`config.mk`:
```
export PLATFORM = sky130hd
export DESIGN_NAME = panel_line_link_controller
export DESIGN_NICKNAME = d
export VERILOG_FILES = /design/src/sv/pllc_pkg.sv /design/src/sv/pllc_front.sv /design/src/sv/pllc_queue.sv /design/src/sv/pllc_back.sv /design/src/sv/panel_line_link_controller.sv
export SDC_FILE = /design/constraint.sdc
export NUM_CORES = 1
export LEC_CHECK = 0
export BUFFER_PORTS_ARGS = -buffer_cell sky130_fd_sc_hd__buf_4
export CAP_MARGIN = 25
export CORE_MARGIN = 2
export CORE_UTILIZATION = 50
export CTS_CLUSTER_DIAMETER = 150
export DETAILED_ROUTE_END_ITERATION = 12
export PLACE_DENSITY = 0.66
export SYNTH_ARGS = -nofsm -noshare
export SYNTH_HDL_FRONTEND = slang
export SYNTH_HIERARCHICAL = 1
export SYNTH_SLANG_ARGS = --single-unit
```
`constraint.sdc`:
```
create_clock -name clk -period 8.4 [get_ports clk]
set_input_delay 0.84 -clock clk [delete_from_list [all_inputs] [get_ports clk]]
set_output_delay 0.84 -clock clk [all_outputs]
set_load 0.005 [all_outputs]
```
`src/sv/pllc_pkg.sv`:
```
package pllc_pkg;

    localparam int FRAME_BYTES = 17;
    localparam int CNT_W       = $clog2(FRAME_BYTES + 1);
    localparam int ADDR_W      = $clog2(2 * FRAME_BYTES);

    localparam logic [7:0] CMD_RESET     = 8'd105;
    localparam logic [7:0] CMD_POLL      = 8'h55;
    localparam logic [7:0] CMD_LINE_BASE = 8'd110;
    localparam logic [7:0] PAD_CHAR      = 8'd32;
    localparam logic [7:0] KEY_IDLE      = 8'd200;

    typedef enum logic [1:0] {
        OP_TICK,
        OP_WRITE,
        OP_QUERY,
        OP_RESET
    } op_t;

    // one classified word on its way from front to back
    typedef struct packed {
        logic              status;
        logic [7:0]        key_value;
        logic              tx_valid;
        logic [7:0]        tx_byte;
        logic              mem_we;
        logic              mem_re;
        logic [ADDR_W-1:0] mem_addr;
        logic [7:0]        mem_data;
    } work_t;

endpackage

```
`src/sv/pllc_front.sv`:
```
module pllc_front (
    input  logic           clk,
    input  logic           rst_n,
    input  logic           in_valid,
    output logic           in_stall,
    input  logic [1:0]     operation,
    input  logic [1:0]     line_select,
    input  logic           first_char,
    input  logic           char_present,
    input  logic [7:0]     text_char,
    input  logic           last_char,
    input  logic           rx_valid,
    input  logic [7:0]     rx_byte,
    input  logic           queue_full,
    output logic           push,
    output pllc_pkg::work_t push_item
);
    import pllc_pkg::*;

    logic [CNT_W-1:0] cnt_reg  [2];
    logic [CNT_W-1:0] cnt_next [2];
    logic [CNT_W-1:0] idx_reg  [2];
    logic [CNT_W-1:0] idx_next [2];
    logic [CNT_W-1:0] fill_reg [2];
    logic [CNT_W-1:0] fill_next[2];
    logic [7:0]       cmd_reg  [2];
    logic [7:0]       cmd_next [2];
    logic [7:0]       key_reg;
    logic [7:0]       key_next;
    logic             loading_reg;
    logic             loading_next;
    logic             accept;
    work_t            item;

    function automatic logic [ADDR_W-1:0] frame_addr(input logic ln,
                                                     input logic [CNT_W-1:0] idx);
        return ln ? ADDR_W'(FRAME_BYTES) + ADDR_W'(idx) : ADDR_W'(idx);
    endfunction

    assign in_stall  = queue_full;
    assign accept    = in_valid && !queue_full;
    assign push      = accept;
    assign push_item = item;

    always_comb
    begin
        logic             pending;
        logic             sl;
        logic             open;
        logic [CNT_W-1:0] idx;
        logic [CNT_W-1:0] idx_inc;
        logic [CNT_W-1:0] wcnt;

        cnt_next     = cnt_reg;
        idx_next     = idx_reg;
        fill_next    = fill_reg;
        cmd_next     = cmd_reg;
        key_next     = key_reg;
        loading_next = loading_reg;
        item         = '0;

        pending = (cnt_reg[0] != '0) || (cnt_reg[1] != '0);
        sl      = (cnt_reg[0] == '0);
        open    = loading_reg;
        idx     = idx_reg[sl];
        idx_inc = '0;
        wcnt    = cnt_reg[sl];

        unique case (op_t'(operation))
            OP_TICK:
            begin
                if (rx_valid)
                    key_next = rx_byte;
                if (!loading_reg && pending)
                begin
                    if (idx >= CNT_W'(FRAME_BYTES))
                        idx = CNT_W'(FRAME_BYTES - 1);
                    item.tx_valid = 1'b1;
                    // command byte in a register, text in memory, padding implied
                    if (idx == '0)
                        item.tx_byte = cmd_reg[sl];
                    else if (idx < fill_reg[sl])
                    begin
                        item.mem_re   = 1'b1;
                        item.mem_addr = frame_addr(sl, idx);
                    end
                    else
                        item.tx_byte = PAD_CHAR;
                    idx_inc = idx + 1'b1;
                    if (idx_inc >= cnt_reg[sl])
                    begin
                        cnt_next[sl] = '0;
                        idx_next[sl] = '0;
                    end
                    else
                        idx_next[sl] = idx_inc;
                end
            end
            OP_WRITE:
            begin
                if (first_char)
                begin
                    if (loading_reg)
                    begin
                        // restart abandons the open write
                        cnt_next[0]  = '0;
                        cnt_next[1]  = '0;
                        idx_next[0]  = '0;
                        idx_next[1]  = '0;
                        loading_next = 1'b0;
                    end
                    if (!loading_reg && pending)
                    begin
                        item.status = 1'b1;
                        open        = 1'b0;
                    end
                    else
                    begin
                        sl           = (line_select != 2'd1);
                        cmd_next[sl] = CMD_LINE_BASE + {6'b0, line_select};
                        idx_next[sl] = '0;
                        wcnt         = CNT_W'(1);
                        loading_next = 1'b1;
                        open         = 1'b1;
                    end
                end
                else if (!open)
                    item.status = 1'b1;

                if (open)
                begin
                    if (char_present && wcnt < CNT_W'(FRAME_BYTES))
                    begin
                        item.mem_we   = 1'b1;
                        item.mem_addr = frame_addr(sl, wcnt);
                        item.mem_data = text_char;
                        wcnt          = wcnt + 1'b1;
                    end
                    fill_next[sl] = wcnt;
                    if (last_char)
                    begin
                        cnt_next[sl] = CNT_W'(FRAME_BYTES);
                        loading_next = 1'b0;
                    end
                    else
                        cnt_next[sl] = wcnt;
                end
            end
            OP_QUERY:
            begin
                if (key_reg != '0)
                begin
                    item.key_value = (key_reg == KEY_IDLE) ? 8'd0 : key_reg;
                    key_next       = '0;
                end
                else
                begin
                    item.status = 1'b1;
                    if (!pending)
                    begin
                        cmd_next[0] = CMD_POLL;
                        cnt_next[0] = CNT_W'(1);
                        idx_next[0] = '0;
                    end
                end
            end
            OP_RESET:
            begin
                if (!pending)
                begin
                    cmd_next[0] = CMD_RESET;
                    cnt_next[0] = CNT_W'(1);
                    idx_next[0] = '0;
                end
                else
                    item.status = 1'b1;
            end
        endcase
    end

    always_ff @(posedge clk or negedge rst_n)
    begin
        if (!rst_n)
        begin
            cnt_reg[0]  <= '0;
            cnt_reg[1]  <= '0;
            idx_reg[0]  <= '0;
            idx_reg[1]  <= '0;
            fill_reg[0] <= '0;
            fill_reg[1] <= '0;
            key_reg     <= '0;
            loading_reg <= 1'b0;
        end
        else if (accept)
        begin
            cnt_reg     <= cnt_next;
            idx_reg     <= idx_next;
            fill_reg    <= fill_next;
            key_reg     <= key_next;
            loading_reg <= loading_next;
        end
    end

    always_ff @(posedge clk)
    begin
        if (accept)
            cmd_reg <= cmd_next;
    end

endmodule

```
`src/sv/pllc_queue.sv`:
```
module pllc_queue (
    input  logic            clk,
    input  logic            rst_n,
    input  logic            push,
    input  pllc_pkg::work_t push_item,
    input  logic            pop,
    output pllc_pkg::work_t pop_item,
    output logic            full,
    output logic            empty
);
    import pllc_pkg::*;

    localparam int DEPTH = 2;
    localparam int PTR_W = $clog2(DEPTH);

    work_t              slot_reg [DEPTH];
    logic [PTR_W-1:0]   wr_ptr_reg;
    logic [PTR_W-1:0]   rd_ptr_reg;
    logic [PTR_W:0]     count_reg;
    logic [PTR_W:0]     count_next;

    assign full     = (count_reg == (PTR_W+1)'(DEPTH));
    assign empty    = (count_reg == '0);
    assign pop_item = slot_reg[rd_ptr_reg];

    always_comb
    begin
        count_next = count_reg;
        if (push && !pop)
            count_next = count_reg + 1'b1;
        else if (pop && !push)
            count_next = count_reg - 1'b1;
    end

    always_ff @(posedge clk or negedge rst_n)
    begin
        if (!rst_n)
        begin
            wr_ptr_reg <= '0;
            rd_ptr_reg <= '0;
            count_reg  <= '0;
        end
        else
        begin
            if (push)
                wr_ptr_reg <= (wr_ptr_reg == PTR_W'(DEPTH - 1)) ? '0 : wr_ptr_reg + 1'b1;
            if (pop)
                rd_ptr_reg <= (rd_ptr_reg == PTR_W'(DEPTH - 1)) ? '0 : rd_ptr_reg + 1'b1;
            count_reg <= count_next;
        end
    end

    always_ff @(posedge clk)
    begin
        if (push)
            slot_reg[wr_ptr_reg] <= push_item;
    end

endmodule

```
`src/sv/pllc_back.sv`:
```
module pllc_back (
    input  logic            clk,
    input  logic            rst_n,
    input  logic            empty,
    input  pllc_pkg::work_t pop_item,
    output logic            pop,
    output logic            out_valid,
    input  logic            out_stall,
    output logic            status,
    output logic [7:0]      key_value,
    output logic            tx_valid,
    output logic [7:0]      tx_byte
);
    import pllc_pkg::*;

    logic [7:0] text_mem [2 * FRAME_BYTES];
    logic       out_valid_reg;
    logic       status_reg;
    logic [7:0] key_reg;
    logic       tx_valid_reg;
    logic [7:0] tx_byte_reg;
    logic       from_mem_reg;
    logic [7:0] rd_data_reg;

    // output register empty or draining this cycle
    assign pop = !empty && (!out_valid_reg || !out_stall);

    assign out_valid = out_valid_reg;
    assign status    = status_reg;
    assign key_value = key_reg;
    assign tx_valid  = tx_valid_reg;
    assign tx_byte   = from_mem_reg ? rd_data_reg : tx_byte_reg;

    always_ff @(posedge clk or negedge rst_n)
    begin
        if (!rst_n)
            out_valid_reg <= 1'b0;
        else if (pop)
            out_valid_reg <= 1'b1;
        else if (!out_stall)
            out_valid_reg <= 1'b0;
    end

    always_ff @(posedge clk)
    begin
        if (pop)
        begin
            status_reg   <= pop_item.status;
            key_reg      <= pop_item.key_value;
            tx_valid_reg <= pop_item.tx_valid;
            tx_byte_reg  <= pop_item.tx_byte;
            from_mem_reg <= pop_item.mem_re;
        end
    end

    always_ff @(posedge clk)
    begin
        if (pop && pop_item.mem_we)
            text_mem[pop_item.mem_addr] <= pop_item.mem_data;
        if (pop && pop_item.mem_re)
            rd_data_reg <= text_mem[pop_item.mem_addr];
    end

endmodule

```
`src/sv/panel_line_link_controller.sv`:
```
// panel line link controller
//
// input channel (in_valid / in_stall) carries one word per operation: tick,
// line write item, key query or panel reset, with the write and receive fields
// alongside. the output channel (out_valid / out_stall) returns exactly one
// result word per input word, in order: status, key_value, tx_valid, tx_byte.
//
// the front updates all control state at accept and pushes a classified word
// into a 2-entry queue; the back then pops it, performs the single text
// memory access and loads the output register. throughput is 1 word per
// cycle while the receiver does not stall, set by the one memory port in
// the back.
//
// when the receiver stalls, the output register holds its word and the queue
// fills; in_stall rises only once both queue entries are taken.
// reset clears line counts, indexes, latched key and the write-open flag;
// the text memory needs no clearing pass, since only written bytes are ever
// sent.
module panel_line_link_controller (
    input  logic       clk,
    input  logic       rst_n,
    input  logic       in_valid,
    output logic       in_stall,
    input  logic [1:0] operation,
    input  logic [1:0] line_select,
    input  logic       first_char,
    input  logic       char_present,
    input  logic [7:0] text_char,
    input  logic       last_char,
    input  logic       rx_valid,
    input  logic [7:0] rx_byte,
    output logic       out_valid,
    input  logic       out_stall,
    output logic       status,
    output logic [7:0] key_value,
    output logic       tx_valid,
    output logic [7:0] tx_byte
);
    import pllc_pkg::*;

    logic  push;
    logic  pop;
    logic  full;
    logic  empty;
    work_t push_item;
    work_t pop_item;

    pllc_front u_front (
        .clk          (clk),
        .rst_n        (rst_n),
        .in_valid     (in_valid),
        .in_stall     (in_stall),
        .operation    (operation),
        .line_select  (line_select),
        .first_char   (first_char),
        .char_present (char_present),
        .text_char    (text_char),
        .last_char    (last_char),
        .rx_valid     (rx_valid),
        .rx_byte      (rx_byte),
        .queue_full   (full),
        .push         (push),
        .push_item    (push_item)
    );

    pllc_queue u_queue (
        .clk       (clk),
        .rst_n     (rst_n),
        .push      (push),
        .push_item (push_item),
        .pop       (pop),
        .pop_item  (pop_item),
        .full      (full),
        .empty     (empty)
    );

    pllc_back u_back (
        .clk       (clk),
        .rst_n     (rst_n),
        .empty     (empty),
        .pop_item  (pop_item),
        .pop       (pop),
        .out_valid (out_valid),
        .out_stall (out_stall),
        .status    (status),
        .key_value (key_value),
        .tx_valid  (tx_valid),
        .tx_byte   (tx_byte)
    );

endmodule

```
==> flow_results.org, run 1 <==
** STA
- For the final routed database, the setup TNS stands at 0 ps.
- Pins Over Slew Limit :: 0
- Setup slack closes at 3817 ps.
- Final Hold Violating Endpoints :: 0
- The final critical path takes up 54.56% of the cycle.
- Setup violations remaining at the end of the flow were counted as 0.
- The clock arrives with 20.84 ps of skew.
- Shortest clock period the worst path allows after layout :: approximately 4600 ps
- Slew at the pin with the worst max-slew slack :: 990.5 ps
- Setup repair after global routing left no endpoint under its margin.
- Top achievable clock speed :: ~220 MHz
- Worst-case headroom to the max-slew limit :: 33.73%

** Finish
- Fin area :: 0.02012 sq mm
- Flip-flop count of the largest register after layout :: 272
- In the final design database the tool counted between 1000 and 1500 nets.
- Area overhead of the layout relative to synthesis :: 10.81%
- Fraction of final layout cells sized beyond drive strength 1 :: roughly a fifth
- Diode insertion count for antenna repair :: 0
- For this run, the share of the core covered by cells in the final layout is 56.42%.

** Global routing
- For this run the aggregate overflow at the end of global routing stands at 0.
- Initial antenna violation count :: 0
- Entering global routing, the biggest net connects 50 pins.
- Via count of the first global-routing pass :: 10480
- The first global-routing pass estimated 65.07 mm of wire.
- Global routing consumed, over all layers together, 22.66% of the routing resources.

** Worst setup path
- Nature of the critical path endpoint :: flop
- Critical Path Start Type :: flop
- Data arrival at the endpoint of the critical path :: 4960 ps
- In this run the worst path has a maximum fanout of 27.
- Critical Setup Path Class :: flop to flop
- Required time of the critical path :: 8780 ps

** Place
- Once placement finished, the instance area stood at 0.01878 sq mm.
- At the end of routability-driven placement, the weighted congestion stood at just over 0.9.
- Buffers placed on the I/O ports in this run total 47.
- The wire-length estimate of the detail-placed layout is approximately 27 mm.
- Before CTS, the worst setup slack after placement is between 3000 and 4000 ps.

** CTS
- The number of setup buffers added after CTS is 0.
- The clock reaches the later pin of the worst-skew pair after 550 ps.
- Gates resized during post-CTS repair numbered 0.
- Count of hold buffers inserted by post-cts repair :: 0
- TritonCTS clock tree :: yes
- Root buffer cell :: sky130_fd_sc_hd__clkbuf_16
- The clock passes through at most 3 buffers.
- After clock tree synthesis, the clock-pin slew on the worst setup and hold paths is approximately 60 ps.
- Clock tree synthesis found a total of roughly 420 sinks.
- H-tree lvl count :: 2
- Buffers inserted during clock tree synthesis total 44.

** Synthesis
- Sequential share of the synthesized area :: about two thirds
- Count of different cell masters after synthesis :: 86
- For this run, the number of Yosys warnings is 6.
- Each instance of the synthesized netlist takes up on average 15.35 sq um.
- Number of enable-type register cells in the synthesized netlist :: 378
- Sorting the synthesized cells by area gives the leading types as sky130_fd_sc_hd__edfxtp_1, sky130_fd_sc_hd__dfrtp_1, sky130_fd_sc_hd__mux2_2, sky130_fd_sc_hd__mux2_4, sky130_fd_sc_hd__mux4_2.
- Of all cell types, the one taking the most synthesized area is sky130_fd_sc_hd__edfxtp_1.
- Counting flops with an async set or reset pin after synthesis yields a share of 10.43%.
- Netlist Area Pre-Place :: 0.01815 sq mm
- Synthesized net count :: 1225
- In the synthesized netlist the dominant register cell turns out to be sky130_fd_sc_hd__edfxtp_1.
- After synthesis the netlist holds a flip-flop and latch count of 422.
- Share of Yosys cell area claimed by the top area cell type :: 62.53%
- Synthesis handed over a netlist of 1183 instances.

** Routing
- Length of the first detailed-routing pass in iterations :: 8
- Dividing the detail-routed wire length by the instance count gives 24.83 microns.
- The detailed router placed between 10000 and 15000 vias in this run.
- Dividing the detail-routed via count by the number of cells gives 6.272.
- Antenna-violating nets left :: 0
- After the first detailed-routing iteration, the DRC count stood at 1161.
- DRC viols :: 0
- Post-detailed-routing wire length :: roughly 43 mm

** Floorplan
- Die outline area :: between 0.03 and 0.04 sq mm
- For this configuration, the core starts out at a cell density of 50.91%.
- Height of the die :: roughly 190 microns
- Pin placement for this block handled 48 I/O pins.
- Site row count :: 69
- Placeable core region :: about 0.036 sq mm
- Measured along the x axis, the die boundary spans between 150 and 200 microns.

** Run
- Max-cap violations in this run came to 0.

** Power
- Reported leakage power :: 7.043 nW
- Dividing total power by cell area gives a power density of 350.0 mW/mm^2.
- VDD IR max :: roughly 0.16 mV

** Run status
- Run status :: complete, no violations

** Worst hold path
- Class of the most critical hold timing path :: input pin to async pin
-- power by group --
part,internal (mW),switching [mW]
Combinational,0.839,1.51
Sequential,2.77,0.133
Clock,1.03,0.764
Total,4.63,2.41
-- Yosys cell counts (6+ instances only) --
cell type,number
sky130_fd_sc_hd__mux4_2,16
sky130_fd_sc_hd__mux2i_1,26
sky130_fd_sc_hd__a21oi_1,40
sky130_fd_sc_hd__nand2_1,61
sky130_fd_sc_hd__mux2_2,46
sky130_fd_sc_hd__ha_1,14
sky130_fd_sc_hd__edfxtp_1,378
sky130_fd_sc_hd__nor3_1,14
sky130_fd_sc_hd__dfrtp_1,44
sky130_fd_sc_hd__and3_1,7
sky130_fd_sc_hd__a221oi_1,27
sky130_fd_sc_hd__a31oi_1,12
sky130_fd_sc_hd__clkbuf_1,27
sky130_fd_sc_hd__mux2_1,11
sky130_fd_sc_hd__buf_2,20
sky130_fd_sc_hd__a22o_1,33
sky130_fd_sc_hd__nand3_1,16
sky130_fd_sc_hd__xor2_1,8
sky130_fd_sc_hd__o21ai_0,35
sky130_fd_sc_hd__o22ai_1,9
sky130_fd_sc_hd__buf_4,8
sky130_fd_sc_hd__nor2b_1,15
sky130_fd_sc_hd__buf_6,6
sky130_fd_sc_hd__inv_1,27
sky130_fd_sc_hd__a22oi_1,21
sky130_fd_sc_hd__mux2_4,29
sky130_fd_sc_hd__and2_1,21
sky130_fd_sc_hd__nor2_1,75
sky130_fd_sc_hd__nand2b_1,8
-- worst max-delay path: stages, from the launching register on --
cell and delay (ps):
sky130_fd_sc_hd__dfrtp_1 460, sky130_fd_sc_hd__or4_4 620, sky130_fd_sc_hd__nor2_2 100, sky130_fd_sc_hd__buf_4 280, sky130_fd_sc_hd__inv_2 280, sky130_fd_sc_hd__nor2_1 250
sky130_fd_sc_hd__a22o_1 200, sky130_fd_sc_hd__ha_1 250, sky130_fd_sc_hd__xor2_1 300, sky130_fd_sc_hd__ha_1 210, sky130_fd_sc_hd__nand2_1 50, sky130_fd_sc_hd__o21ai_0 250
sky130_fd_sc_hd__o21ba_2 240, sky130_fd_sc_hd__nand3_1 110, sky130_fd_sc_hd__nor3_1 610, sky130_fd_sc_hd__o32ai_1 190
-- metrics by stage --
step,power (mW),hold WS [ps],instances
3_5_place_dp,5.264,472.3,1636
6_report,7.040,288.6,1714
3_3_place_gp,5.232,467.5,1636
4_1_cts,7.057,297.8,1713
5_1_grt,7.357,309.5,1714
2_1_floorplan,4.523,449.6,1183
-- layout by cell type, fill, tap and decap left out, types with 16 or more instances in the layout --
cell type                   instances
sky130_fd_sc_hd__buf_4             60
sky130_fd_sc_hd__nand3_1           16
sky130_fd_sc_hd__mux2i_1           26
sky130_fd_sc_hd__nand2_1           61
sky130_fd_sc_hd__edfxtp_1         378
sky130_fd_sc_hd__mux4_2            16
sky130_fd_sc_hd__a21oi_1           39
sky130_fd_sc_hd__inv_1             27
sky130_fd_sc_hd__mux2_2            46
sky130_fd_sc_hd__mux2_4            29
sky130_fd_sc_hd__a22oi_1           21
sky130_fd_sc_hd__dfrtp_1           43
sky130_fd_sc_hd__and2_1            21
sky130_fd_sc_hd__a221oi_1          27
sky130_fd_sc_hd__a22o_1            33
sky130_fd_sc_hd__o21ai_0           35
sky130_fd_sc_hd__clkbuf_16         44
sky130_fd_sc_hd__nor2_1            75
-- path summary, 6_finish.rpt --
kind                                      from             endpoint  slack, ps  depth (start not counted)
setup reg to reg            u_front/cnt_reg[9]   u_front/cnt_reg[1]       3820                         15
min in group clk                line_select[0]   u_front/cmd_reg[0]        490                          1
setup / recovery            u_front/cnt_reg[9]   u_front/cnt_reg[1]       3820                         15
hold / removal                           rst_n   u_front/key_reg[0]        290                          1
hold reg to reg            u_front/fill_reg[8]  u_front/fill_reg[8]        490                          2
max in group asynchronous                rst_n   u_queue/rd_ptr_reg       7690                          1
-- per-layer routing --
metal | wire (microns) | GRT usage, %
met4 | 1080 | 6.439
met3 | 3406 | 3.575
met1 | 18500 | 33.39
met5 | 0 | 0
met2 | 19570 | 35.19
-- area by class of cell --
| class | count | area, sq um |
|---|---|---|
| well taps | 461 | 576.8 |
| inverters | 30 | 112.6 |
| flip-flops and latches | 422 | 12450 |
| clock buffers | 56 | 1146 |
| clock inverters | 21 | 171.4 |
| multi-input cells | 663 | 5185 |
| fillers | 2833 | 15540 |
| repair buffers | 61 | 470.5 |
-- kinds of logic after synthesis --
family	after synthesis	share of synthesized area (%)
muxes	129	9.498
xor gates and xnor gates	12	0.5789
adders and majority gates	14	0.9649
buffers and inverters	98	2.909
DFF	422	68.59
AOI/OAI and AO/OA	249	10.26
and+or+nand+nor	259	7.203
Power figures use the tool's default switching activity.
==> run 2: changes to the inputs <==
- clock period: 8.4 -> 4.4 ns (I/O delays scaled with it)
==> run 2 against run 1 <==
Final cell count rose by 1.6%; global-route usage rose by 0.22 points; die area did not move; hold slack got worse by 210 ps; non-clock buffer count rose by 26; sequential power rose by 91%.
==> flow_results.org, run 2 (same netlist as run 1, synthesis figures left out) <==
** Global routing
- The number of global-route vias before repair was ~10000.
- For this run the aggregate overflow at the end of global routing stands at 0.
- The initial antenna violation count was 0.
- Global-route wire length before repair :: 65.52 mm
- Entering global routing, the biggest net connects 51 pins.
- Total Routing Usage GR :: 22.88%

** Finish
- Leaving out fill and tap cells, the most frequent cells in the layout are sky130_fd_sc_hd__edfxtp_1, sky130_fd_sc_hd__buf_4, sky130_fd_sc_hd__nor2_1.
- Summing all multi-input logic gate instances after layout gives roughly 0.0052 sq mm.
- Of the cells placed in the final design, the portion with a size suffix greater than 1 is a little over 20%.
- After filler insertion, the fill cell instance count of the layout stands at 2780.
- The register with the most flip-flops in the layout has 272 of them.
- Diode insertion count for antenna repair :: 0
- For this run, the post-layout net count is roughly 1300.
- Leading cell type in the layout, fill and taps excluded :: sky130_fd_sc_hd__edfxtp_1
- Compared with the post-synthesis result, the final layout area differs by 12.17%.
- Reg area :: 0.01245 sq mm

** CTS
- The clock passes through at most 3 buffers.
- Clock tree synthesis inserted a total of 44 buffers.
- Root buffer cell :: sky130_fd_sc_hd__clkbuf_16
- CTS built an H-tree with a depth of 2.
- Clock sinks :: 422
- Clock slew at the register clock pins of the worst setup and hold paths :: 60 ps
- The later pin in the worst-skew pair is clocked with a latency of 550 ps.
- TritonCTS built the clock tree.

** Place
- The HPWL after detailed placement is 27.83 mm.
- Gpl congestion :: 0.8716
- Number of buffer cells added on primary ports :: 47

** Floorplan
- Placeable core region :: 0.03566 sq mm
- Number of placed I/O pins :: 48
- The floorplan has 69 rows.
- The floorplan step set the die height to 194.5 microns.
- Starting utilization of the core area :: 50.91%
- The die is 194.5 microns wide.
- The die covers around 0.038 sq mm.

** Worst setup path
- Required time of the critical path :: 4800 ps
- The critical path is of the flop to flop type.
- The worst setup path is captured at a flop.
- Register-to-register setup slack :: 230 ps
- Along the worst path, the maximum fanout reaches 8.
- STA classifies the critical path startpoint as a flop.
- Data arrival at the endpoint of the critical path :: between 4000 and 5000 ps

** STA
- Clock Skew :: approximately 25 ps
- Based on the critical path, the design can be clocked at up to 239.6 MHz.
- Setup violations remaining at the end of the flow were counted as 0.
- Period Utilization, post-route :: ~95%
- Pins Over Slew Limit :: 0
- Shortest clock period the worst path allows after layout :: 4173 ps
- Final Hold Violating Endpoints :: 0
- Final hold analysis gives a worst-case slack of between 70 and 80 ps.
- At the pin with the least slew margin, the transition time is roughly 1100 ps.
- Headroom to the max-slew limit came out at 26.81%.
- In the final timing run, aggregate negative setup slack is 0 ps.
- Unrepaired setup endpoints after global routing :: no

** Run status
- Run status :: complete, no violations

** Power
- Part of the total power dissipated in the clock network :: 25.8%
- The worst-case IR drop observed on VDD is between 0.3 and 0.4 mV.
- Sequential fraction of design power :: 40.4%
- NetSw :: roughly 4.7 mW
- Reported leakage power :: 7.195 nW
- Cell internal power was estimated by the tool at 9.002 mW.
- Switching share of total power :: 34.12%
- In this run the power density over the cells is 671.0 mW/mm^2.
- Gate power share :: roughly a third

** Worst hold path
- Class of the most critical hold timing path :: input pin to flop

** Routing
- Via count :: 10810
- After detailed routing, the number of remaining DRC violations is 0.
- The detail route stage leaves a number of antenna-violating nets equal to 0.
- In the routed layout, each cell is associated on average with a via count of 6.211.
- Average wire length per cell after detail routing :: 24.83 microns
- Length of the first detailed-routing pass in iterations :: 5
- Post-detailed-routing wire length :: 43.23 mm
- After the first detailed-routing iteration, the DRC count stood at 1062.

** Run
- Number of violations of the max-capacitance limit :: 0
==> run 2: cell types whose count changed in the layout (fill, tap and decap cells not counted) <==
| cell | delta |
|---|---|
| sky130_fd_sc_hd__clkinv_2 | -5 |
| sky130_fd_sc_hd__buf_12 | -1 |
| sky130_fd_sc_hd__buf_16 | +1 |
| sky130_fd_sc_hd__clkbuf_1 | -1 |
| sky130_fd_sc_hd__clkinv_1 | +5 |
| sky130_fd_sc_hd__clkinv_8 | -1 |
| sky130_fd_sc_hd__clkbuf_16 | +1 |
| sky130_fd_sc_hd__bufinv_16 | +1 |
| sky130_fd_sc_hd__buf_4 | +25 |
| sky130_fd_sc_hd__dlygate4sd3_1 | +1 |
| sky130_fd_sc_hd__clkbuf_8 | +1 |
==> run 2: through the flow <==
stage	power (mW)	utilization (%)	area, sq um	worst slack (ps)	instances
2_1_floorplan	8.635	-	18150	592.2	1183
3_3_place_gp	10.09	53.17	18960	323.0	1660
3_5_place_dp	10.15	53.17	18960	269.2	1660
4_1_cts	13.68	57.01	20330	252.9	1739
5_1_grt	14.24	57.11	20360	1.136	1741
6_report	13.66	57.11	20360	226.6	1741
==> run 2: metal layers <==
metal | share of wire [%] | track usage (%) | up-vias
met3 | 6.8 | 3.366 | 88
li1 | - | - | 4799
met4 | 3.0 | 7.749 | 0
met1 | 45 | 34.12 | 5479
met5 | 0 | 0 | -
met2 | 45 | 34.66 | 447
==> run 2: worst max-delay path, cell delays in order (launching register included) <==
cell and delay [ps]:
sky130_fd_sc_hd__dfrtp_1 460, sky130_fd_sc_hd__or4_4 630, sky130_fd_sc_hd__nor2_2 190, sky130_fd_sc_hd__buf_4 180, sky130_fd_sc_hd__nor2_1 80, sky130_fd_sc_hd__a22o_1 250, sky130_fd_sc_hd__ha_1 260, sky130_fd_sc_hd__xor2_1 220
sky130_fd_sc_hd__ha_1 340, sky130_fd_sc_hd__nand2_1 50, sky130_fd_sc_hd__o21ai_0 260, sky130_fd_sc_hd__o21ba_2 240, sky130_fd_sc_hd__nand3_1 120, sky130_fd_sc_hd__nor3_1 540, sky130_fd_sc_hd__o32ai_1 190
==> run 2: power by group through the flow <==
stage / Clock [mW] / Sequential, mW / Combinational [mW]
6_report: 3.53 / 5.53 / 4.61
5_1_grt: 3.74 / 5.57 / 4.93
4_1_cts: 3.59 / 5.53 / 4.56
3_5_place_dp: 0 / 5.61 / 4.54
3_3_place_gp: 0 / 5.59 / 4.51
2_1_floorplan: 0 / 5.49 / 3.14
==> run 2: final timing paths <==
path | start | to | cells after the start
hold reg to reg | u_front/fill_reg[8] | u_front/fill_reg[8] | 2
setup reg to reg | u_front/cnt_reg[9] | u_front/cnt_reg[2] | 14
min in group asynchronous | rst_n | u_queue/wr_ptr_reg | 2
setup / recovery | u_front/cnt_reg[9] | u_front/cnt_reg[2] | 14
hold / removal | line_select[0] | u_front/cmd_reg[0] | 1
max in group asynchronous | rst_n | u_queue/rd_ptr_reg | 2
==> run 2: cell type report <==
cell class                 instances  share of cell area, %
sequential                       422                  61.16
multi-input combinational        663                  25.46
clock buffer                      57                  5.800
timing repair buffer              87                  3.318
tap                              461                  2.833
clock inverter                    21                 0.8786
inverter                          30                 0.5530
==> run 2: timing repair <==
action	4_1_cts	5_1_grt
resized for setup	0	0
hold buffers	1	0
setup buffers	0	0
endpoints found under the hold margin	44	0
==> run 3: changes to the inputs <==
- SYNTH_HIERARCHICAL: 1 -> default
==> run 3 against run 2 <==
Utilization rose by 0.77 points; non-clock buffer count rose by 19; highest routed layer unchanged; synthesized cell count rose by 6.9%; global-route usage rose by 1.7 points; combinational power fell by 2%; critical path depth did not move.
==> flow_results.org, run 3 <==
** Finish
- Summing all multi-input logic gate instances after layout gives ~0.0053 sq mm.
- Measured on the finished design, the core utilization comes to 57.88%.
- Commonest cells after routing, fill and taps aside :: sky130_fd_sc_hd__edfxtp_1, sky130_fd_sc_hd__nand2_1, sky130_fd_sc_hd__buf_4
- With fillers left out, the area of the finished cells amounts to 0.02059 sq mm.
- Final Net Count :: 1387
- Summing all flip-flop and latch instances after layout gives 0.01245 sq mm.
- Excluding fillers, the count of instances in the completed layout stands at 1840.
- Diode insertion count for antenna repair :: 0
- The register with the most flip-flops in the layout has 272 of them.
- Area overhead of the layout relative to synthesis :: 13.87%
- Fraction of final layout cells sized beyond drive strength 1 :: a little under a fifth
- Fill count :: 2822
- The library cell used most frequently in the layout, excluding fill and tap cells, is sky130_fd_sc_hd__edfxtp_1.

** CTS
- The clock net in this run drives a total of 422 sinks.
- Worst-Skew Late Latency :: roughly 570 ps
- Num CTS Buffers :: 43
- Root buffer cell :: sky130_fd_sc_hd__clkbuf_16
- TritonCTS built the clock tree.
- H-tree lvl count :: 2
- Clock-pin slew was measured on the worst setup and hold paths at 60 ps.
- No sink is reached through more buffers than the 3 on the longest clock path.
- The number of setup buffers added after CTS is 0.

** Worst setup path
- Maximum fanout along the worst path :: 11
- Library cell appearing most often on the critical path :: sky130_fd_sc_hd__mux2i_1
- Data on the critical path arrives at its endpoint at 4470 ps.
- Walking the worst path, the cells encountered are or3_4, nor2_4, buf_4, mux2i_1, nor2_1, mux2i_1, inv_1, ha_1, and4_1, a41o_1, a211o_1, a41oi_1, or3_1, o2bb2ai_1.
- STA classifies the critical path startpoint as a flop.
- Required time of the critical path :: 4810 ps
- Peak per-stage delay on the critical path :: slightly below 500 ps
- The critical path is of the flop to flop type.
- STA classifies the critical path endpoint as a flop.
- Start of the worst register-to-register path :: u_front.cnt_reg[8]
- Slowest library cell on the worst path :: sky130_fd_sc_hd__dfrtp_1
- The kind of cell with the highest combined delay along the critical path is compound AO/OA/AOI/OAI gates.
- Beginning of the critical path :: u_front.cnt_reg[8]
- Number of buffer and inverter stages on the critical path :: 2

** Synthesis
- After synthesis, the most frequently instantiated cells are sky130_fd_sc_hd__edfxtp_1, sky130_fd_sc_hd__nand2_1, sky130_fd_sc_hd__nor2_1, sky130_fd_sc_hd__mux2_2, sky130_fd_sc_hd__a21oi_1.
- Avg Cell Area, Syn :: 14.29 sq um
- Of all cell types, the one taking the most synthesized area is sky130_fd_sc_hd__edfxtp_1.
- In this run, synthesis inferred 378 flip-flops with an integrated enable.
- Synth warn :: 0
- Cell with the most instances after synthesis :: sky130_fd_sc_hd__edfxtp_1
- Summing the sequential cell areas from Yosys gives 68.87% of the chip area.
- Counting every instance in the synthesized netlist gives 1265.
- Share of Yosys cell area claimed by the top area cell type :: 62.78%
- Netlist Area Pre-Place :: 0.01808 sq mm
- After synthesis, the share of flip-flops with an asynchronous set or reset is about a tenth.
- Count of different cell masters after synthesis :: 84
- Leading register cell type out of synthesis :: sky130_fd_sc_hd__edfxtp_1
- Dominant cells by area after synthesis :: sky130_fd_sc_hd__edfxtp_1, sky130_fd_sc_hd__dfrtp_1, sky130_fd_sc_hd__mux2_2, sky130_fd_sc_hd__nand2_1, sky130_fd_sc_hd__nor2_1
- Synthesized net count :: 1306
- Synthesis inferred between 400 and 500 register bits.

** Floorplan
- Die outline area :: about 0.038 sq mm
- For this configuration, the core starts out at a cell density of 50.83%.
- 48 I/O pins were placed.
- Horizontal extent of the die :: about 190 microns
- Placeable core region :: 0.03557 sq mm
- In this run the vertical extent of the chip is between 150 and 200 microns.
- Site row count :: 69

** Power
- IR analysis of the VDD net gives a maximum drop of 0.5171 mV.
- The analysis attributes to cell leakage a power of around 7 nW.
- For this design the ratio of total power to cell area is roughly 670 mW/mm^2.

** STA
- The final count of pins violating max slew was 0.
- At the pin with the least slew margin, the transition time is 936.1 ps.
- Setup repair after global routing left no endpoint under its margin.
- For the final routed database, the setup TNS stands at 0 ps.
- Setup violations remaining at the end of the flow were counted as 0.
- Of the available clock period, the critical path in the final layout requires 92.35%.
- Top achievable clock speed :: between 200 and 250 MHz
- Final Hold Violating Endpoints :: 0
- Shortest clock period the worst path allows after layout :: 4063 ps
- Final hold analysis gives a worst-case slack of 90.30 ps.
- Measured against its own limit, the worst slew margin works out to 37.36%.
- Clock Skew :: about 21 ps

** Routing
- For this block, the via count after detailed routing is between 10000 and 15000.
- DRC viols :: 0
- Starting DRC count in detailed routing :: roughly 1500
- Length of the first detailed-routing pass in iterations :: 6
- After detailed routing, the average wire length per cell comes to about 25 microns.
- Dividing the detail-routed via count by the number of cells gives between 6 and 7.
- Post-detailed-routing wire length :: ~47 mm
- Antenna-violating nets left :: 0

** Global routing
- Via count of the first global-routing pass :: 11520
- Total Routing Usage GR :: 24.62%
- Global-route track usage on met3 :: 4.540%
- Sum of overflow across all layers after global routing :: 0
- Most congested layer reported by global routing :: met2
- The initial antenna violation count was 0.
- Entering global routing, the biggest net connects 45 pins.
- Global routing used 37.72% of the available met2 tracks.
- For this run, global-route usage on met1 was measured as between 30 and 40%.
- The first global-routing pass estimated roughly 70 mm of wire.

** Place
- Gpl congestion :: just over 0.9
- The count of buffers added on input and output ports is 47.
- Total cell area at the placement stage :: 0.01918 sq mm
- Summed over all nets, the half-perimeter wirelength after detailed placement is just over 30 mm.
- Including well taps, the total number of placed cells is 1761.

** Worst hold path
- The worst hold path begins at line_select[1].
- Class of the most critical hold timing path :: input pin to flop

** Run
- Number of violations of the max-capacitance limit :: 0

** Run status
- The run finished with clean final reports.
==> run 3: changes by cell type after synthesis, sizes merged, moves of 8 or more <==
cell | previous run | this run
clkbuf | 27 | 35
nand2 | 63 | 120
a22o | 33 | 15
mux2 | 86 | 60
nand3 | 16 | 25
nor2 | 78 | 96
==> run 3: kinds of logic after synthesis <==
logic type,Yosys count,synth area share [%]
AOI/OAI and AO/OA,279,11.15
xor gates and xnor gates,6,0.2906
DFF,422,68.87
muxes,107,7.460
and+or+nand+nor,343,9.086
adders and majority gates,13,0.8996
buffers and inverters,95,2.249
==> run 3: worst register-to-register path, stage by stage, from the launching register on <==
cell and delay, ps:
sky130_fd_sc_hd__dfrtp_1 490, sky130_fd_sc_hd__or3_4 460, sky130_fd_sc_hd__nor2_4 150, sky130_fd_sc_hd__buf_4 210, sky130_fd_sc_hd__mux2i_1 340, sky130_fd_sc_hd__nor2_1 120, sky130_fd_sc_hd__mux2i_1 230, sky130_fd_sc_hd__inv_1 90
sky130_fd_sc_hd__ha_1 330, sky130_fd_sc_hd__and4_1 180, sky130_fd_sc_hd__a41o_1 230, sky130_fd_sc_hd__a211o_1 370, sky130_fd_sc_hd__a41oi_1 430, sky130_fd_sc_hd__or3_1 200, sky130_fd_sc_hd__o2bb2ai_1 80
==> run 3: stage by stage <==
step	setup WS (ps)	power [mW]
3_3_place_gp	547.0	10.04
2_1_floorplan	694.4	8.335
4_1_cts	369.2	13.73
3_5_place_dp	382.9	10.10
6_report	336.8	13.70
5_1_grt	87.56	14.29
==> run 3: area by class of cell <==
cell class	count	area share, %
clock buffer	53	5.561
clock inverter	25	1.234
inverter	25	0.4558
multi-input combinational	748	25.52
sequential	422	60.49
tap	461	2.802
timing repair buffer	106	3.938
==> run 3: power breakdown <==
| group | total, mW | internal (mW) | leakage (nW) | switching (mW) |
|---|---|---|---|---|
| Clock | 3.63 | 2.14 | 0.682 | 1.49 |
| Combinational | 4.54 | 1.55 | 2.43 | 2.99 |
| Sequential | 5.54 | 5.27 | 4.05 | 0.265 |
==> run 3: timing repair <==
item | CTS | global route
hold buffers | 1 | 0
hold endpoints to repair | 44 | 0
resized for setup | 0 | 0
==> run 3: final timing paths <==
kind | endpoint | slack [ps] | cells after the start
setup reg to reg | u_front.cnt_reg[1] | 340 | 14
hold reg to reg | u_front.fill_reg[7] | 480 | 2
hold / removal | u_front.cmd_reg[4] | 90 | 1
max in group asynchronous | u_queue.rd_ptr_reg | 3440 | 2
setup / recovery | u_front.cnt_reg[1] | 340 | 14
min in group asynchronous | u_front.key_reg[1] | 470 | 2
==> run 3: per-layer routing <==
| layer | vias to the layer above | share of wire [%] |
|---|---|---|
| met5 | - | 0 |
| met4 | 0 | 2.5 |
| met3 | 77 | 8.9 |
| met2 | 554 | 46 |
| met1 | 5813 | 43 |
| li1 | 5116 | - |
